--- src/rtl/core/ple_pkg.sv ---
// Shared types and constants for the positional list engine.
package ple_pkg;

	localparam int CAPACITY = 64;
	localparam int IDX_W    = $clog2(CAPACITY);
	localparam int LEN_W    = 7;
	localparam int DATA_W   = 32;

	typedef logic [IDX_W-1:0]  idx_t;
	typedef logic [LEN_W-1:0]  len_t;
	typedef logic [DATA_W-1:0] word_t;

	typedef enum logic [1:0] {
		CMD_INSERT = 2'd0,
		CMD_REMOVE = 2'd1,
		CMD_GET    = 2'd2,
		CMD_FIND   = 2'd3
	} cmd_t;

	typedef enum logic [1:0] {
		ST_OK        = 2'd0,
		ST_BAD_INDEX = 2'd1,
		ST_FULL      = 2'd2,
		ST_NOT_FOUND = 2'd3
	} status_t;

	typedef enum logic [1:0] {
		CELL_HOLD,
		CELL_INS,
		CELL_REM
	} cell_op_t;

	typedef enum logic [1:0] {
		S_IDLE,
		S_EXEC,
		S_DONE
	} state_t;

	// Broadcast from the controller to every cell of the chain.
	typedef struct packed {
		cell_op_t op;
		logic     sample;
		len_t     pos;
		word_t    key;
		len_t     count;
	} cell_ctl_t;

endpackage

--- src/rtl/core/ple_cell.sv ---
// One list entry: shifts with its neighbors and flags a match or a position hit.
module ple_cell (
	input  logic              clk,
	input  logic              arst_n,
	input  ple_pkg::idx_t     idx,
	input  ple_pkg::cell_ctl_t ctl,
	input  ple_pkg::word_t    left_value,
	input  ple_pkg::word_t    right_value,
	output ple_pkg::word_t    value,
	output logic              match,
	output logic              hit
);
	import ple_pkg::*;

	word_t value_q;
	logic  match_q;
	logic  hit_q;
	len_t  idx_ext;

	assign idx_ext = {1'b0, idx};

	always_ff @(posedge clk) begin
		case (ctl.op)
			CELL_INS: begin
				if (idx_ext > ctl.pos) begin
					value_q <= left_value;
				end else if (idx_ext == ctl.pos) begin
					value_q <= ctl.key;
				end
			end
			CELL_REM: begin
				if (idx_ext >= ctl.pos) begin
					value_q <= right_value;
				end
			end
			default: begin
			end
		endcase
	end

	// Flags are taken from the entry as it stood before any shift.
	always_ff @(posedge clk or negedge arst_n) begin
		if (!arst_n) begin
			match_q <= 1'b0;
			hit_q   <= 1'b0;
		end else if (ctl.sample) begin
			match_q <= (value_q == ctl.key) && (idx_ext < ctl.count);
			hit_q   <= (idx_ext == ctl.pos);
		end
	end

	assign value = value_q;
	assign match = match_q;
	assign hit   = hit_q;

endmodule

--- config.mk ---
export PLATFORM = sky130hd
export DESIGN_NAME = ple_cell
export DESIGN_NICKNAME = d
export VERILOG_FILES = /design/src/rtl/core/ple_pkg.sv /design/src/rtl/core/ple_cell.sv
export SDC_FILE = /design/constraint.sdc
export NUM_CORES = 1
export LEC_CHECK = 0
export ABC_AREA = 0
export BUFFER_PORTS_ARGS = -buffer_cell sky130_fd_sc_hd__buf_4
export CAP_MARGIN = 20
export CORE_MARGIN = 5
export CORE_UTILIZATION = 38
export DETAILED_ROUTE_END_ITERATION = 16
export PLACE_DENSITY = 0.69
export SYNTH_ARGS = -nofsm -noshare
export SYNTH_HDL_FRONTEND = slang
export SYNTH_SLANG_ARGS = --single-unit
--- constraint.sdc ---
create_clock -name clk -period 1.65 [get_ports clk]
set_input_delay 0 -clock clk [delete_from_list [all_inputs] [get_ports clk]]
set_output_delay 0 -clock clk [all_outputs]
set_load 0.005 [all_outputs]
[Word level (Yosys, flattened, before mapping)]
Index checks and enable logic that the tools add are counted.
Word-level totals
  register bits after elaboration: 34
  input port bits: 121
  output and inout port bits: 34
  word-level logic and storage cells: 19
Cells by class
  magnitude comparators: 3
  equality and inequality tests: 6
  multiplexer cells: 4
  reductions and logical operators: 3
Operator list (count)
  two-way mux 32 bit: 3
  case mux 32 bit (2 select lines): 1
  equality test 32 bit: 1
  equality test 6 x 7 -> 1 bit: 1
  greater-or-equal comparator 6 x 7 -> 1 bit: 1
  > comparator 6 x 7 -> 1 bit: 1
  less-than comparator 6 x 7 -> 1 bit: 1
  != test 3 bit (second input constant): 1
  AND reduction 3 bit: 1
  equality test 2 x 1 -> 1 bit (second input constant): 1
  equality test 2 bit (second input constant): 1
  != test 2 bit (second input constant): 1
  nonzero test 2 bit: 1
  logical AND 1 bit: 1

[Logic depth before layout (Yosys ltp)]
  word-level depth: 4
  mapped depth: 9
  gate-level depth less buffers: 7

[Least setup slack after synthesis]
OpenSTA, ideal clock, no wires.
  path kind: input to register
  start point: input ctl[40] in the netlist's numbering
  end point: register value_q[0], in the netlist value[0], enable pin
  library setup time: 0.441 ns
  data arrival time: 2.734 ns
  required time: 1.209 ns
  slack: -1.524 ns
  stages on the path: 7
  path buffers: 1
  cell sequence: inv_1 ha_1 nor2b_1 o21ai_2 a21o_2 buf_2 a31oi_1
On the way
  longest elaborated chain between the ends: 3
  elaborated cells on any way between the ends: 6
  those cells by class: order compare: 2; eq/ne: 3; reduce/logical: 1
Ends and longest elaborated chain
  from (decl): RTL line ple_cell.sv:6  | input ple_pkg::cell_ctl_t ctl,
  > comparator 6 x 7 -> 1 bit, or another cell as far along: RTL line ple_cell.sv:25  | if (idx_ext > ctl.pos) begin
  != test 3 bit (no line) / != test 2 bit (equally long branches)
  AND reduction 3 bit (no line) (*)
  to (signal assigned): RTL line ple_cell.sv:26  | value_q <= left_value;
  to (signal assigned): RTL line ple_cell.sv:28  | value_q <= ctl.key;
  to (signal assigned): RTL line ple_cell.sv:33  | value_q <= right_value;
  to (decl): RTL line ple_cell.sv:15  | word_t value_q;
Every way passes the cells marked *; elsewhere a longest branch is shown, timed or not.
A chain may end at the register's enable or synchronous reset.

[Worst setup path after layout]
  start point: register value_q[25], in the netlist value[25]
  end point: register match_q, in the netlist match
On the way
  longest elaborated chain between the ends: 2
Ends and longest elaborated chain
  equality test 32 bit: RTL line ple_cell.sv:47  | match_q <= (value_q == ctl.key) && (idx_ext < ctl.count);
  logical AND 1 bit: RTL line ple_cell.sv:47
  to (signal assigned): RTL line ple_cell.sv:47
  to (decl): RTL line ple_cell.sv:16  | logic match_q;
No other way between the ends.

==> impl_metrics.py <==
metrics = {
    "status": {
        "status": "finished, violations left",
        "violations": "negative setup slack",
    },
    "floorplan": {
        "die_area_um2": 9593,
        "core_area_um2": 7647,
        "row_count": 32,
        "die_h_um": 97.95,
        "die_x_um": 97.95,
        "io_pins": 155,
        "start_util_pct": 38.43,
    },
    "final_layout": {
        "final_core_util_pct": 58.23,
        "syn2layout_area_growth_pct": 51.51,
        "fillers": 696,
        "seq_area_um2": 1011,
        "final_cell_count_no_fill": 574,
        "antenna_cells": 0,
        "layout.nets": 603,
        "multiInputGateArea_um2": 1773,
        "drive_gt1_share_pct": 42.16,
    },
    "synthesis": {
        "synth_cells": 320,
        "synth_edf_count": 32,
        "yosysWarnings": 0,
        "synthFlopType": "edfxtp_1",
        "synth_most_common_cell": "nand4_1",
        "synth.area.top_cells": "edfxtp_1 (33%), o2111ai_1 (9.8%), nand4_1 (7.9%)",
        "synth_nets": 452,
        "syn-cell-area_um2": 2939,
        "synth_top_area_share_pct": 32.69,
        "synth_area_leader_cell": "edfxtp_1",
        "synth_top_cells_by_count": "nand4_1 (37), a21oi_1 (34), nand3_1 (33), o2111ai_1 (33)",
        "ys_types": 32,
        "yosysSeqAreaShare_pct": 34.40,
        "avgSynthCellArea_um2": 9.185,
        "synthArstFlopShare_pct": 5.882,
        "ys_ff_latch": 34,
    },
    "timing": {
        "fin_crit_ns": 1.713,
        "finalCritPeriodShare_pct": 103.8,
        "worst_slack_ns": -0.06331,
        "tightestPinTransition_ns": 1.000,
        "setup_violations": 1,
        "hold_violations": 0,
        "rsz0062_at_grt": "true",
        "drv_slew": 0,
        "hold_ws_ns": 0.008301,
        "slew-limit-headroom_pct": 33.31,
        "fin_worst_skew_ns": 0.002578,
        "fmax_mhz": 583.7,
    },
    "clock_tree": {
        "cts_sinks": 34,
        "clockBufferDepth": 2,
        "postCtsSetupBuffers": 0,
        "cts_tree": "done",
        "clk_pin_slew_worst_paths_ns": 0.07,
        "clkLatencyLatePin_ns": 0.28,
        "cts_root_buf": "clkbuf_8",
        "htreeDepth": 2,
        "tritoncts.num_buffers": 5,
    },
    "setup_path": {
        "cp_common_cell": "nand4_1",
        "crit_fanout": 2,
        "cp-end-kind": "register",
        "crit_slowest_cell": "edfxtp_1",
        "path_class": "register to register",
        "path_cells": "xnor2_2 > nand4_1 > nor4_2 > nand4_1 > o32ai_2",
        "startpoint_type": "register",
        "required_ns": 1.84,
        "cp_data_arrival_time_ns": 1.91,
        "slowest_delay_ns": 0.43,
    },
    "placed_design": {
        "preCtsSetupSlack_ns": -0.3658,
        "io_buffers": 154,
        "place.gp.congestion": 0.8401,
        "hpwlAfterDp_um": 7899,
        "dp.cells": 562,
    },
    "flow_run": {
        "cap_violations": 0,
    },
    "worst_hold_path": {
        "hold_class": "primary input to register",
    },
    "detailed_routing": {
        "ant_nets": 0,
        "drt_iter0_markers": 220,
        "first_pass_iters": 5,
        "drc_errors": 0,
        "wl_per_cell_um": 19.39,
        "avgViaCountPerCell": 5.882,
        "drt-total-wl_um": 11130,
        "vias": 3376,
    },
    "grt": {
        "grt_pass1_vias": 3402,
        "grtUsageTotal_pct": 21.90,
        "grt_pass1_wl_um": 17040,
        "overflow": 0,
        "grt_max_degree": 58,
        "antenna_found_initial": 0,
    },
    "power_and_ir_drop": {
        "leakage_nw": 2.009,
        "power_density_nw_per_um2": 604.1,
        "vdd_ir_drop_max_mv": 0.3205,
        "total_power_mw": 2.690,
    },
}
-- power by group --
group	leakage (nW)	internal [mW]	switching, mW
combinational	1.65	0.502	0.426
clock	0.0455	0.341	0.319
sequential	0.313	1.05	0.0529
-- worst max-delay path: cells and delay by family, from the launching register on --
family,cells,cell delay (ns)
flip-flops,1,0.43
AND/OR/NAND/NOR,3,0.75
AO/OA/AOI/OAI,1,0.25
XOR/XNOR,1,0.19
-- registers in the layout (all words and copies together), names as in the netlist --
signal	cells
hit	1
match	1
value	32
-- layout make-up --
type	count	share of cell area, %
well taps	102	2.866
repair buffers	177	31.13
clock buffers	8	2.023
inverters	14	1.461
flip-flops and latches	34	22.70
multi-input cells	239	39.81
-- repair_timing --
item / 4_1_cts / 5_1_grt
cloned: 0 / 1
setup endpoints to repair: 33 / 33
hold endpoints to repair: 4 / 1
hold buffers: 2 / 1
resized for setup: 4 / 1
pin swaps: 0 / 1
-- routing by layer --
layer  wire, um  part of all wire, %  global-route usage, %  up-vias
met1       4345                   39                  27.52     1592
li1           -                    -                      -     1564
met4        206                  1.9                  7.242        0
met5          0                    0                      0        -
met3       1097                  9.9                  6.143       22
met2       5483                   49                  36.23      198
-- worst paths after layout --
kind	startpoint	endpoint	slack, ns	cells after the start
min in group asynchronous	arst_n	match	0.04	2
min reg2reg	hit	hit	0.52	1
max	value[25]	match	-0.06	5
max in group asynchronous	arst_n	hit	1.53	2
max reg2reg	value[25]	match	-0.06	5
min	right_value[15]	value[15]	0.008	3
-- cells by family (layout without fill, tap and decap cells) --
logic type / after synthesis / after routing / synth area share, %
AND/OR/NAND/NOR: 116 / 116 / 24.01
AO/OA/AOI/OAI: 77 / 78 / 18.26
buffers and inverters: 48 / 199 / 8.429
flip-flops: 34 / 34 / 34.40
XOR/XNOR: 33 / 33 / 9.834
adder cells (fa/ha/maj): 11 / 11 / 4.683
multiplexers: 1 / 1 / 0.3831
-- per-stage QoR --
stage | setup TNS [ns] | area, um2
2_1_floorplan | -10.45 | 2995
3_3_place_gp | -13.74 | 4290
3_5_place_dp | -13.92 | 4290
4_1_cts | -0.03206 | 4427
5_1_grt | -0.1001 | 4453
6_report | -0.06331 | 4453
-- cells in the final DEF (no fill, tap or decap), types with 2 or more instances in the layout --
cell,instances
nor4_1,3
inv_1,13
dlygate4sd3_1,3
and3_1,32
clkbuf_8,6
or2_1,2
xor2_1,15
clkbuf_1,2
xnor2_2,2
edfxtp_1,32
nand3_1,33
buf_4,170
a21oi_1,34
nand4_1,37
o2111ai_1,33
ha_1,9
xnor2_1,16
ha_4,2
dfrtp_1,2
buf_12,4
a21o_1,2
a21oi_2,2
No activity file was read; power rests on OpenSTA's default activity.
